**src/dusc_pkg.sv**
```systemverilog
// ----------------------------------------------------------------------------
// dusc_pkg: shared types and constants
// Segment codes, register map and the result beat layout of the debounced
// up/down counter with seven-segment scan.
// ----------------------------------------------------------------------------
package dusc_pkg;

    localparam int NUM_BUTTONS = 4;

    localparam int BTN_PLUS   = 0;
    localparam int BTN_MINUS  = 1;
    localparam int BTN_SELECT = 2;
    localparam int BTN_ALT    = 3;

    localparam logic REG_DEBOUNCE_TICKS = 1'b0;
    localparam logic REG_MAX_COUNT      = 1'b1;

    localparam logic [3:0] DEBOUNCE_TICKS_RESET = 4'd2;
    localparam logic [6:0] MAX_COUNT_RESET      = 7'd12;

    localparam logic [1:0] SCAN_TENS   = 2'd0;
    localparam logic [1:0] SCAN_UNITS  = 2'd1;
    localparam logic [1:0] SCAN_FIVE   = 2'd2;
    localparam logic [1:0] SCAN_LETTER = 2'd3;

    localparam logic [3:0] GLYPH_FIVE     = 4'd5;
    localparam logic [3:0] GLYPH_LETTER_H = 4'd10;

    localparam logic [7:0] SEG_TABLE [11] = '{
        8'hc0, 8'hf9, 8'ha4, 8'hb0, 8'h99, 8'h92,
        8'h82, 8'hf8, 8'h80, 8'h90, 8'h8b
    };

    typedef struct packed {
        logic       alt_event;
        logic       select_event;
        logic [6:0] count_value;
        logic [3:0] digit_select;
        logic [7:0] segment_pattern;
    } result_t;

endpackage

```
**src/debounced_updown_counter_7seg_scan.sv**
```systemverilog
// ----------------------------------------------------------------------------
// debounced_updown_counter_7seg_scan
// Debounces four buttons per tick, steps a saturating up/down count and
// drives one digit of a multiplexed seven-segment display per tick.
// ----------------------------------------------------------------------------
// Each input beat is one timer tick and yields exactly one result beat. The
// tick is processed in the cycle it is accepted and its result appears in the
// output register on the next cycle, so one tick per clock cycle is sustained;
// a new tick is accepted whenever the output register is empty or being taken.
// ----------------------------------------------------------------------------
module debounced_updown_counter_7seg_scan
    import dusc_pkg::*;
#(
    parameter int TICK_COUNT_WIDTH = 4
) (
    input  logic        aclk,
    input  logic        aresetn,
    input  logic        s_tvalid,
    output logic        s_tready,
    // Fields from bit 0: plus_level, minus_level, select_level, alt_level.
    input  logic [7:0]  s_tdata,
    output logic        m_tvalid,
    input  logic        m_tready,
    // Fields from bit 0: segment_pattern[7:0], digit_select[3:0],
    // count_value[6:0], select_event, alt_event.
    output logic [23:0] m_tdata,
    input  logic        psel,
    input  logic        penable,
    input  logic        pwrite,
    input  logic [2:0]  paddr,
    input  logic [31:0] pwdata,
    output logic [31:0] prdata,
    output logic        pready
);

    localparam int TW   = TICK_COUNT_WIDTH;
    localparam int LIMW = (TW > 4) ? TW : 4;
    localparam logic [LIMW-1:0] TICK_MASK = LIMW'((1 << TW) - 1);

    logic [3:0]    debounce_ticks_reg;
    logic [6:0]    max_count_reg;
    logic [TW-1:0] press_ticks_reg [NUM_BUTTONS];
    logic [TW-1:0] press_ticks_next [NUM_BUTTONS];
    logic [NUM_BUTTONS-1:0] idle_reg, idle_next;
    logic [NUM_BUTTONS-1:0] conf_reg, conf_next;
    logic [NUM_BUTTONS-1:0] fire;
    logic [6:0]    count_reg, count_next;
    logic [1:0]    scan_reg, scan_next;
    logic          m_tvalid_reg;
    result_t       result_reg, result_next;

    logic          s_accept;
    logic          cfg_write;
    logic [LIMW-1:0] limit_wide;
    logic [TW-1:0] limit;
    logic [6:0]    shown_mod;
    logic [14:0]   tens_product;
    logic [3:0]    tens_digit;
    logic [3:0]    units_digit;
    logic [3:0]    glyph;
    logic [6:0]    count_step;

    assign pready    = 1'b1;
    assign cfg_write = psel && penable && pwrite && pready;
    assign s_tready  = !m_tvalid_reg || m_tready;
    assign s_accept  = s_tvalid && s_tready;
    assign m_tvalid  = m_tvalid_reg;
    assign m_tdata   = {3'b000, result_reg};

    always_comb begin
        case (paddr[2])
            REG_DEBOUNCE_TICKS: prdata = {28'd0, debounce_ticks_reg};
            REG_MAX_COUNT:      prdata = {25'd0, max_count_reg};
            default:            prdata = 32'd0;
        endcase
    end

    always_comb begin
        limit_wide = LIMW'(debounce_ticks_reg);
        if (limit_wide > TICK_MASK) begin
            limit_wide = TICK_MASK;
        end
        limit = limit_wide[TW-1:0];
    end

    always_comb begin
        for (int b = 0; b < NUM_BUTTONS; b++) begin
            press_ticks_next[b] = press_ticks_reg[b];
            idle_next[b] = idle_reg[b];
            conf_next[b] = conf_reg[b];
            fire[b] = 1'b0;
            if (s_tdata[b]) begin
                if (idle_reg[b]) begin
                    press_ticks_next[b] = '0;
                    idle_next[b] = 1'b0;
                end else begin
                    if (press_ticks_reg[b] < limit) begin
                        press_ticks_next[b] = press_ticks_reg[b] + 1'b1;
                        conf_next[b] = 1'b0;
                    end
                    if (press_ticks_next[b] >= limit) begin
                        fire[b] = !conf_next[b];
                        conf_next[b] = 1'b1;
                    end
                end
            end else if (conf_reg[b]) begin
                conf_next[b] = 1'b0;
                idle_next[b] = 1'b1;
                press_ticks_next[b] = '0;
            end
        end
    end

    always_comb begin
        count_step = count_reg;
        if (fire[BTN_PLUS]) begin
            count_step = (count_reg < max_count_reg) ? count_reg + 7'd1 : max_count_reg;
        end
        count_next = count_step;
        if (fire[BTN_MINUS] && count_step != 7'd0) begin
            count_next = count_step - 7'd1;
        end
    end

    always_comb begin
        shown_mod    = (count_reg >= 7'd100) ? count_reg - 7'd100 : count_reg;
        tens_product = 15'(shown_mod) * 15'd205;
        tens_digit   = tens_product[14:11];
        units_digit  = 4'(shown_mod - 7'(tens_digit) * 7'd10);
        scan_next    = scan_reg + 2'd1;
        case (scan_next)
            SCAN_TENS:   glyph = tens_digit;
            SCAN_UNITS:  glyph = units_digit;
            SCAN_FIVE:   glyph = GLYPH_FIVE;
            SCAN_LETTER: glyph = GLYPH_LETTER_H;
            default:     glyph = GLYPH_LETTER_H;
        endcase
        result_next.segment_pattern = SEG_TABLE[glyph];
        result_next.digit_select    = 4'(4'd1 << scan_next);
        result_next.count_value     = count_next;
        result_next.select_event    = fire[BTN_SELECT];
        result_next.alt_event       = fire[BTN_ALT];
    end

    always_ff @(posedge aclk) begin
        if (!aresetn) begin
            debounce_ticks_reg <= DEBOUNCE_TICKS_RESET;
            max_count_reg      <= MAX_COUNT_RESET;
            for (int b = 0; b < NUM_BUTTONS; b++) begin
                press_ticks_reg[b] <= '0;
            end
            idle_reg     <= '1;
            conf_reg     <= '0;
            count_reg    <= 7'd0;
            scan_reg     <= SCAN_TENS;
            m_tvalid_reg <= 1'b0;
        end else begin
            if (cfg_write) begin
                case (paddr[2])
                    REG_DEBOUNCE_TICKS: debounce_ticks_reg <= pwdata[3:0];
                    REG_MAX_COUNT:      max_count_reg <= pwdata[6:0];
                    default:            ;
                endcase
            end
            if (s_accept) begin
                for (int b = 0; b < NUM_BUTTONS; b++) begin
                    press_ticks_reg[b] <= press_ticks_next[b];
                end
                idle_reg  <= idle_next;
                conf_reg  <= conf_next;
                count_reg <= count_next;
                scan_reg  <= scan_next;
            end
            if (s_accept) begin
                m_tvalid_reg <= 1'b1;
            end else if (m_tready) begin
                m_tvalid_reg <= 1'b0;
            end
        end
    end

    always_ff @(posedge aclk) begin
        if (s_accept) begin
            result_reg <= result_next;
        end
    end

    // An accepted tick always lands in the output register.
    assert property (@(posedge aclk) disable iff (!aresetn)
        s_accept |=> m_tvalid_reg)
        else $error("accepted tick did not produce a result beat");

    // The scan moves by exactly one digit per accepted tick.
    assert property (@(posedge aclk) disable iff (!aresetn)
        s_accept |=> scan_reg == 2'($past(scan_reg) + 2'd1))
        else $error("scan position did not advance by one");

    // A held result beat shows exactly one digit.
    assert property (@(posedge aclk) disable iff (!aresetn)
        m_tvalid_reg |-> $onehot(result_reg.digit_select))
        else $error("digit select is not one-hot");

    // A confirmed press belongs to a counter that is running.
    assert property (@(posedge aclk) disable iff (!aresetn)
        (idle_reg & conf_reg) == '0)
        else $error("idle debounce counter marked as confirmed");

    // Without an accepted tick the count holds.
    assert property (@(posedge aclk) disable iff (!aresetn)
        !s_accept |=> $stable(count_reg))
        else $error("count changed without an accepted tick");

endmodule

```
**config.mk**
```make
export PLATFORM = sky130hd
export DESIGN_NAME = debounced_updown_counter_7seg_scan
export DESIGN_NICKNAME = d
export VERILOG_FILES = /design/src/dusc_pkg.sv /design/src/debounced_updown_counter_7seg_scan.sv
export SDC_FILE = /design/constraint.sdc
export NUM_CORES = 1
export LEC_CHECK = 0
export ABC_AREA = 1
export BUFFER_PORTS_ARGS = -buffer_cell sky130_fd_sc_hd__buf_2
export CAP_MARGIN = 10
export CORE_ASPECT_RATIO = 1.1
export CORE_MARGIN = 2
export CORE_UTILIZATION = 30
export CTS_CLUSTER_DIAMETER = 80
export DETAILED_ROUTE_END_ITERATION = 10
export PLACE_DENSITY = 0.53
export SETUP_SLACK_MARGIN = 0.15
export SYNTH_ARGS = -nofsm -noshare
export SYNTH_HDL_FRONTEND = slang
export SYNTH_SLANG_ARGS = --single-unit
```
**constraint.sdc**
```tcl
create_clock -name aclk -period 5.8 [get_ports aclk]
set_clock_uncertainty 0.2 [all_clocks]
set_input_delay 0.29 -clock aclk [delete_from_list [all_inputs] [get_ports aclk]]
set_output_delay 0.29 -clock aclk [all_outputs]
set_load 0.02 [all_outputs]
```
## After elaboration in Yosys (flattened, before gate mapping)

Memories as Yosys holds them, arrays and structs flattened. A register that Yosys moved wholly into a read port is not among the register bits.
Index checks and enable logic that the tools add are counted.

| word-level totals | value |
|---|---|
| bits in read-only memories | 128 |
| output and inout port bits | 59 |
| RAM bits | 16 |
| word-level logic and storage cells | 167 |
| memories | 2 |
| register bits | 42 |

Memories:

| name | words | width | read ports | clocked after memory_dff | wr ports | line | text |
|---|---|---|---|---|---|---|---|
| (no name shown) | 16 | 8 | 1 | 1 | 0 | debounced_updown_counter_7seg_scan.sv:138 | `result_next.segment_pattern = SEG_TABLE[glyph];` |
| press_ticks_reg | 4 | 4 | 4 | 0 | 4 | debounced_updown_counter_7seg_scan.sv:42 | `logic [TW-1:0] press_ticks_reg [NUM_BUTTONS];` |

| operators by class | value |
|---|---|
| $lt $le $gt $ge | 11 |
| equal/unequal tests | 7 |
| reduce and logical (&&, ||, !) cells | 29 |
| $add $sub $neg | 9 |
| multiplexer cells | 79 |
| bitwise operators | 10 |
| shifts and indexed selects | 1 |
| multiply operators | 2 |

Operator list:

| kind | count |
|---|---|
| $mux 4 | 29 |
| $pmux 32 s2 | 1 |
| $mux 1 | 44 |
| $mux 7 | 4 |
| $reduce_and 2->1 | 10 |
| $add 4x1->4 const B | 4 |
| $ge 4x4->1 | 4 |
| $lt 4x4->1 | 4 |
| $pmux 4 s4 | 1 |
| $mul 7x8->15 const B | 1 |
| $reduce_bool 2->1 | 5 |
| $ne 2x2->1 const B | 4 |
| $add 7x1->7 const B | 1 |
| $ge 7x7->1 const B | 1 |
| $lt 7x7->1 | 1 |
| $reduce_bool 7->1 | 1 |
| $sub 7x1->7 const B | 1 |
| $sub 7x7->7 const B | 1 |
| $reduce_or 3->1 | 2 |
| $logic_not 1->1 | 5 |
| $not 1->1 | 5 |
| $not 4->5 | 1 |
| $eq 2x2->1 const B | 2 |
| $gt 4x4->1 const B | 1 |
| 9 further kinds | 15 |

## Logic depth before layout (Yosys ltp)

| depth | value |
|---|---|
| depth after elaboration | 14 |
| depth in mapped cells | 33 |

## Least setup slack after synthesis

Ideal clock, no wire load.

| timing path | value |
|---|---|
| kind | reg-to-reg |
| start | reg count_reg[1] |
| end | reg m_tdata[0] (netlist name) |
| path buffers | 0 |
| cell stages (with the launch flop) | 34 |
| clock period less this slack | 5.457 ns |
| library setup time | 0.255 ns |
| data arrival time | 5.002 ns |
| setup slack | 0.343 ns |
| cells stage by stage | dfxtp_1 > inv_1 > ha_1 > nand2_1 > nand3_2 > nand2_1 > nor2_1 > xor2_1 > inv_1 > ha_1 > ha_1 > fa_1 > inv_1 > fa_1 > inv_1 > ha_1 > nand2_1 > inv_1 > nand2_1 > nand2_1 > nand2_1 > nand2_1 > nand2_1 > nand2_1 > ha_1 > fa_1 > xnor2_1 > inv_1 > nand3_1 > nand3_1 > nand2_1 > nand2_1 > nand2_1 > nand2_1 |

| on the way | value |
|---|---|
| longest elaborated chain between the ends | 7 |

RTL lines:

| element | line | text |
|---|---|---|
| from (decl) | debounced_updown_counter_7seg_scan.sv:47 | `logic [6:0] count_reg, count_next;` |
| from (signal assigned) | debounced_updown_counter_7seg_scan.sv:171 | `count_reg <= count_next;` |
| $sub 7x7->7 or $ge 7x7->1 (tied branches) | debounced_updown_counter_7seg_scan.sv:126 | `shown_mod = (count_reg >= 7'd100) ? count_reg - 7'd100 : count_reg;` |
| $mux 7 * | debounced_updown_counter_7seg_scan.sv:126 |  |
| $mul 7x8->15 | debounced_updown_counter_7seg_scan.sv:127 | `tens_product = 15'(shown_mod) * 15'd205;` |
| $mul 4x3->3 | debounced_updown_counter_7seg_scan.sv:129 | `units_digit = 4'(shown_mod - 7'(tens_digit) * 7'd10);` |
| $sub 4x4->4 | debounced_updown_counter_7seg_scan.sv:129 |  |
| $pmux 4 s4 * | debounced_updown_counter_7seg_scan.sv:131 | `case (scan_next)` |
| $not 4->5 (not written as such) * | debounced_updown_counter_7seg_scan.sv:138 |  |

Mark *: on every way between the ends. The rest lies on a longest branch, timed or not.
A chain may end at the register's enable or synchronous reset.

## Worst setup path after layout

| timing path | value |
|---|---|
| start | reg count_reg[2] |
| end | reg m_tdata[3] (netlist name) |

| on the way | value |
|---|---|
| longest elaborated chain between the ends | 7 |

RTL lines:

| element | line |
|---|---|
| $sub 7x7->7 or $ge 7x7->1 (tied branches) | debounced_updown_counter_7seg_scan.sv:126 |
| $mux 7 * | debounced_updown_counter_7seg_scan.sv:126 |
| $mul 7x8->15 | debounced_updown_counter_7seg_scan.sv:127 |
| $mul 4x3->3 | debounced_updown_counter_7seg_scan.sv:129 |
| $sub 4x4->4 | debounced_updown_counter_7seg_scan.sv:129 |
| $pmux 4 s4 * | debounced_updown_counter_7seg_scan.sv:131 |
| $not 4->5 (not written as such) * | debounced_updown_counter_7seg_scan.sv:138 |

Marked as above.

==> run_results.csv <==
group,metric,value,unit
outcome,outcome,"finished, final reports clean",
synthesis,synthDominantCellAreaShare,18.5,%
timing,worst_slew_pin_slew,1.13,ns
worst_setup_path,worstReg2RegStart,"count_reg[2]",
synthesis,yosysWarnings,0,
floorplan,dieHeight,150,um
worst_setup_path,arrival,5.19,ns
placement,place.port_buffers,47,
worst_setup_path,r2r_slack,0.50,ns
worst_setup_path,cp_max_fo,5,
floorplan,coreArea,19100,um2
finish,drive_gt1_share,17.3,%
synthesis,async_flop_share,0,%
synthesis,ys_seq_area_share,28.4,%
finish,num-nets-final,976,
placement,pre_cts_slack,0.0607,ns
power_and_ir_drop,vdd_drop_max,0.000136,V
hold_path,hold_path_depth,3,
worst_setup_path,end_kind,"flip-flop",
worst_setup_path,r2r_end,"m_tdata[3]",
timing,relSlewSlack,24.3,%
timing,setup_viol,0,
synthesis,synth_top_area_cell,"edfxtp_1",
finish,syn2layout_area_growth,17.0,%
timing,tns,0,ns
route,ant_nets,0,
job,drv_cap,0,
synthesis,synth_enable_flop_cells,36,
floorplan,rows,53,
power_and_ir_drop,p_leak,3.57,nW
worst_setup_path,reg2reg_depth,24,
synthesis,syn_avg_cell_area,7.67,um2
finish,largest_reg_flops,20,
finish,finalInstanceArea,6840,um2
grt,grt_max_degree,32,
placement,dp_hpwl,10.2,mm
power_and_ir_drop,powerDensity,274,nW/um2
hold_path,min_to,"debounce_ticks_reg[1]",
synthesis,yosys_register_bits,65,
grt,track_usage,13.0,%
route,drt_iter0_drc,193,
synthesis,synth_ff_type,"edfxtp_1",
clock_network,htree_levels,3,
worst_setup_path,critPathLaunchType,"flip-flop",
synthesis,synth_area_leaders,"edfxtp_1, ha_1, dfxtp_1",
hold_path,hp-class,"in2reg",
grt,overflow,0,
timing,hold_viol,0,
timing,slew_viol_final,0,
grt,grt_pass1_vias,4633,
route,routed_wl,13.0,mm
finish,fillers,2062,
clock_network,cts_max_path_buffers,2,
timing,rsz0062_at_grt,"false",
grt,antenna_found_initial,0,
route,routed_via_density,4.45,
placement,place_area,6320,um2
timing,finalWorstSetupSlack,0.502,ns
grt,grt_pass1_wl,21.4,mm
floorplan,io_pins,109,
synthesis,syn-cell-area,5850,um2
timing,fin_crit_sh,91.3,%
floorplan,dieArea,20600,um2
route,vias,4821,
placement,gp_congestion,0.796,
clock_network,path_clk_slew,0.06,ns
clock_network,clock_latency,0.33,ns
timing,period_needed,5.30,ns
finish,diodes,0,
hold_path,min-delay-start,"pwdata[1]",
timing,fmax,0.189,GHz
worst_setup_path,required,5.69,ns
clock_network,cts_sinks,65,
floorplan,fp.dieW,137,um
synthesis,synth_cell_types,44,
clock_network,cts-root-buf,"clkbuf_16",
worst_setup_path,path_class,"reg2reg",
route,drcViolationCount,0,
clock_network,cts-buffers-inserted,9,
floorplan,start_util,30.6,%
clock_network,cts_tree,"done",
route,wl_per_cell,12.0,um
synthesis,synth_cells,762,
route,dr.pass1.iters,5,
-- how the worst max path moves through the flow --
stage	cells after the start	start	slack, ns	end
floorplan	33	count_reg[1]	0.34	m_tdata[0]
global placement	29	count_reg[2]	0.02	m_tdata[6]
detailed placement	28	count_reg[2]	0.06	m_tdata[6]
CTS	32	count_reg[0]	0.15	m_tdata[6]
global route	34	count_reg[3]	0.08	m_tdata[4]
finish	24	count_reg[2]	0.50	m_tdata[3]
-- synthesized netlist by cell type (3+ instances only) --
cell type,n
nand2_1,152
inv_1,131
ha_1,85
nor2_1,59
a21oi_1,52
o21ai_0,40
edfxtp_1,36
buf_4,30
nand3_1,30
dfxtp_1,29
xor2_1,24
nand2_2,14
fa_1,9
nor3_1,6
a21boi_0,5
o211ai_1,5
nand3_2,4
nand4_1,4
inv_2,3
nand2_4,3
nor4_1,3
o21ai_1,3
o21ai_2,3
o32ai_1,3
or2_2,3
-- layer usage --
layer	wire length, um	part of all wire [%]	global-route usage, %	up-vias
li1	-	-	-	2545
met4	202	1.5	4.43	0
met5	0	0	0	-
met1	5700	44	15.0	2202
met2	6790	52	24.3	60
met3	351	2.7	2.02	14
-- area by class of cell --
class / count / area [um2] / area share, %
timing repair buffer: 67 / 388 / 5.67
sequential: 65 / 1670 / 24.4
clock inverter: 6 / 106 / 1.55
inverter: 136 / 515 / 7.54
tap: 247 / 309 / 4.52
clock buffer: 10 / 229 / 3.35
multi-input combinational: 553 / 3630 / 53.0
-- kinds of logic (layout without fill, tap and decap cells) --
family          Yosys count  count (layout)  synth area share, %
other cells               2              30                0.128
fa+ha+maj                94              94                 21.3
xor+xnor                 25              25                 3.75
compound gates          119             119                 11.3
buf+inv                 172             219                 13.4
flops                    65              65                 28.4
simple gates            285             285                 21.8
-- power by group --
group	total (mW)	internal [mW]	switching, mW
Sequential	0.562	0.539	0.0233
Combinational	0.688	0.262	0.426
Clock	0.621	0.418	0.203
Total	1.87	1.22	0.653
-- worst max-delay path: stages (launching register included) --
cell	delay, ns
dfxtp_4	0.36
ha_1	0.19
nand2_1	0.07
nand3_2	0.10
nand3_1	0.08
nand2_1	0.19
ha_1	0.37
ha_1	0.18
or2_2	0.31
fa_1	0.47
ha_1	0.34
ha_4	0.29
nand2_1	0.09
nor4_2	0.28
nand4_1	0.13
nand2_2	0.12
xor2_2	0.21
fa_2	0.46
o21ai_2	0.15
nand2_2	0.08
buf_4	0.14
nand2_1	0.06
nand2_1	0.06
nand2_1	0.06
nand2_1	0.05
-- through the flow --
stage / power (mW) / cells / hold slack (ns) / utilization (%)
final: 1.87 / 1084 / 0.00879 / 35.8
after global routing: 2.02 / 1084 / 0.0367 / 35.8
after CTS: 1.82 / 1077 / 0.00309 / 35.0
after detailed placement: 1.19 / 1060 / 0.286 / 33.1
after global placement: 1.19 / 1060 / 0.271 / 33.1
after floorplan: 1.05 / 790 / 0.216 / -
-- cells in the final DEF, fill, tap and decap left out, types with 3 or more instances in the layout --
cell,instances
dfxtp_1,27
or2_2,3
buf_4,19
nor3_1,6
conb_1,30
nand2_2,23
fa_1,8
o21ai_1,5
a21boi_0,3
nand3_2,4
a21oi_1,51
o211ai_1,5
nor2_1,53
nand2_1,143
nand3_1,30
ha_1,81
nand4_1,4
o21ai_0,37
xor2_1,23
edfxtp_1,36
o21ai_2,4
inv_2,5
nand2_4,3
ha_4,3
clkbuf_16,9
o32ai_1,3
bufinv_16,3
buf_2,47
inv_1,129
nor2_2,6
-- timing repair --
action | CTS | global route
setup buffers | 0 | 7
hold buffers | 1 | 0
pin swaps | 0 | 9
setup endpoints to repair | 7 | 7
gates cloned | 0 | 0
gates resized for setup | 3 | 34
hold endpoints to repair | 1 | 0
Power figures use the tool's default switching activity.
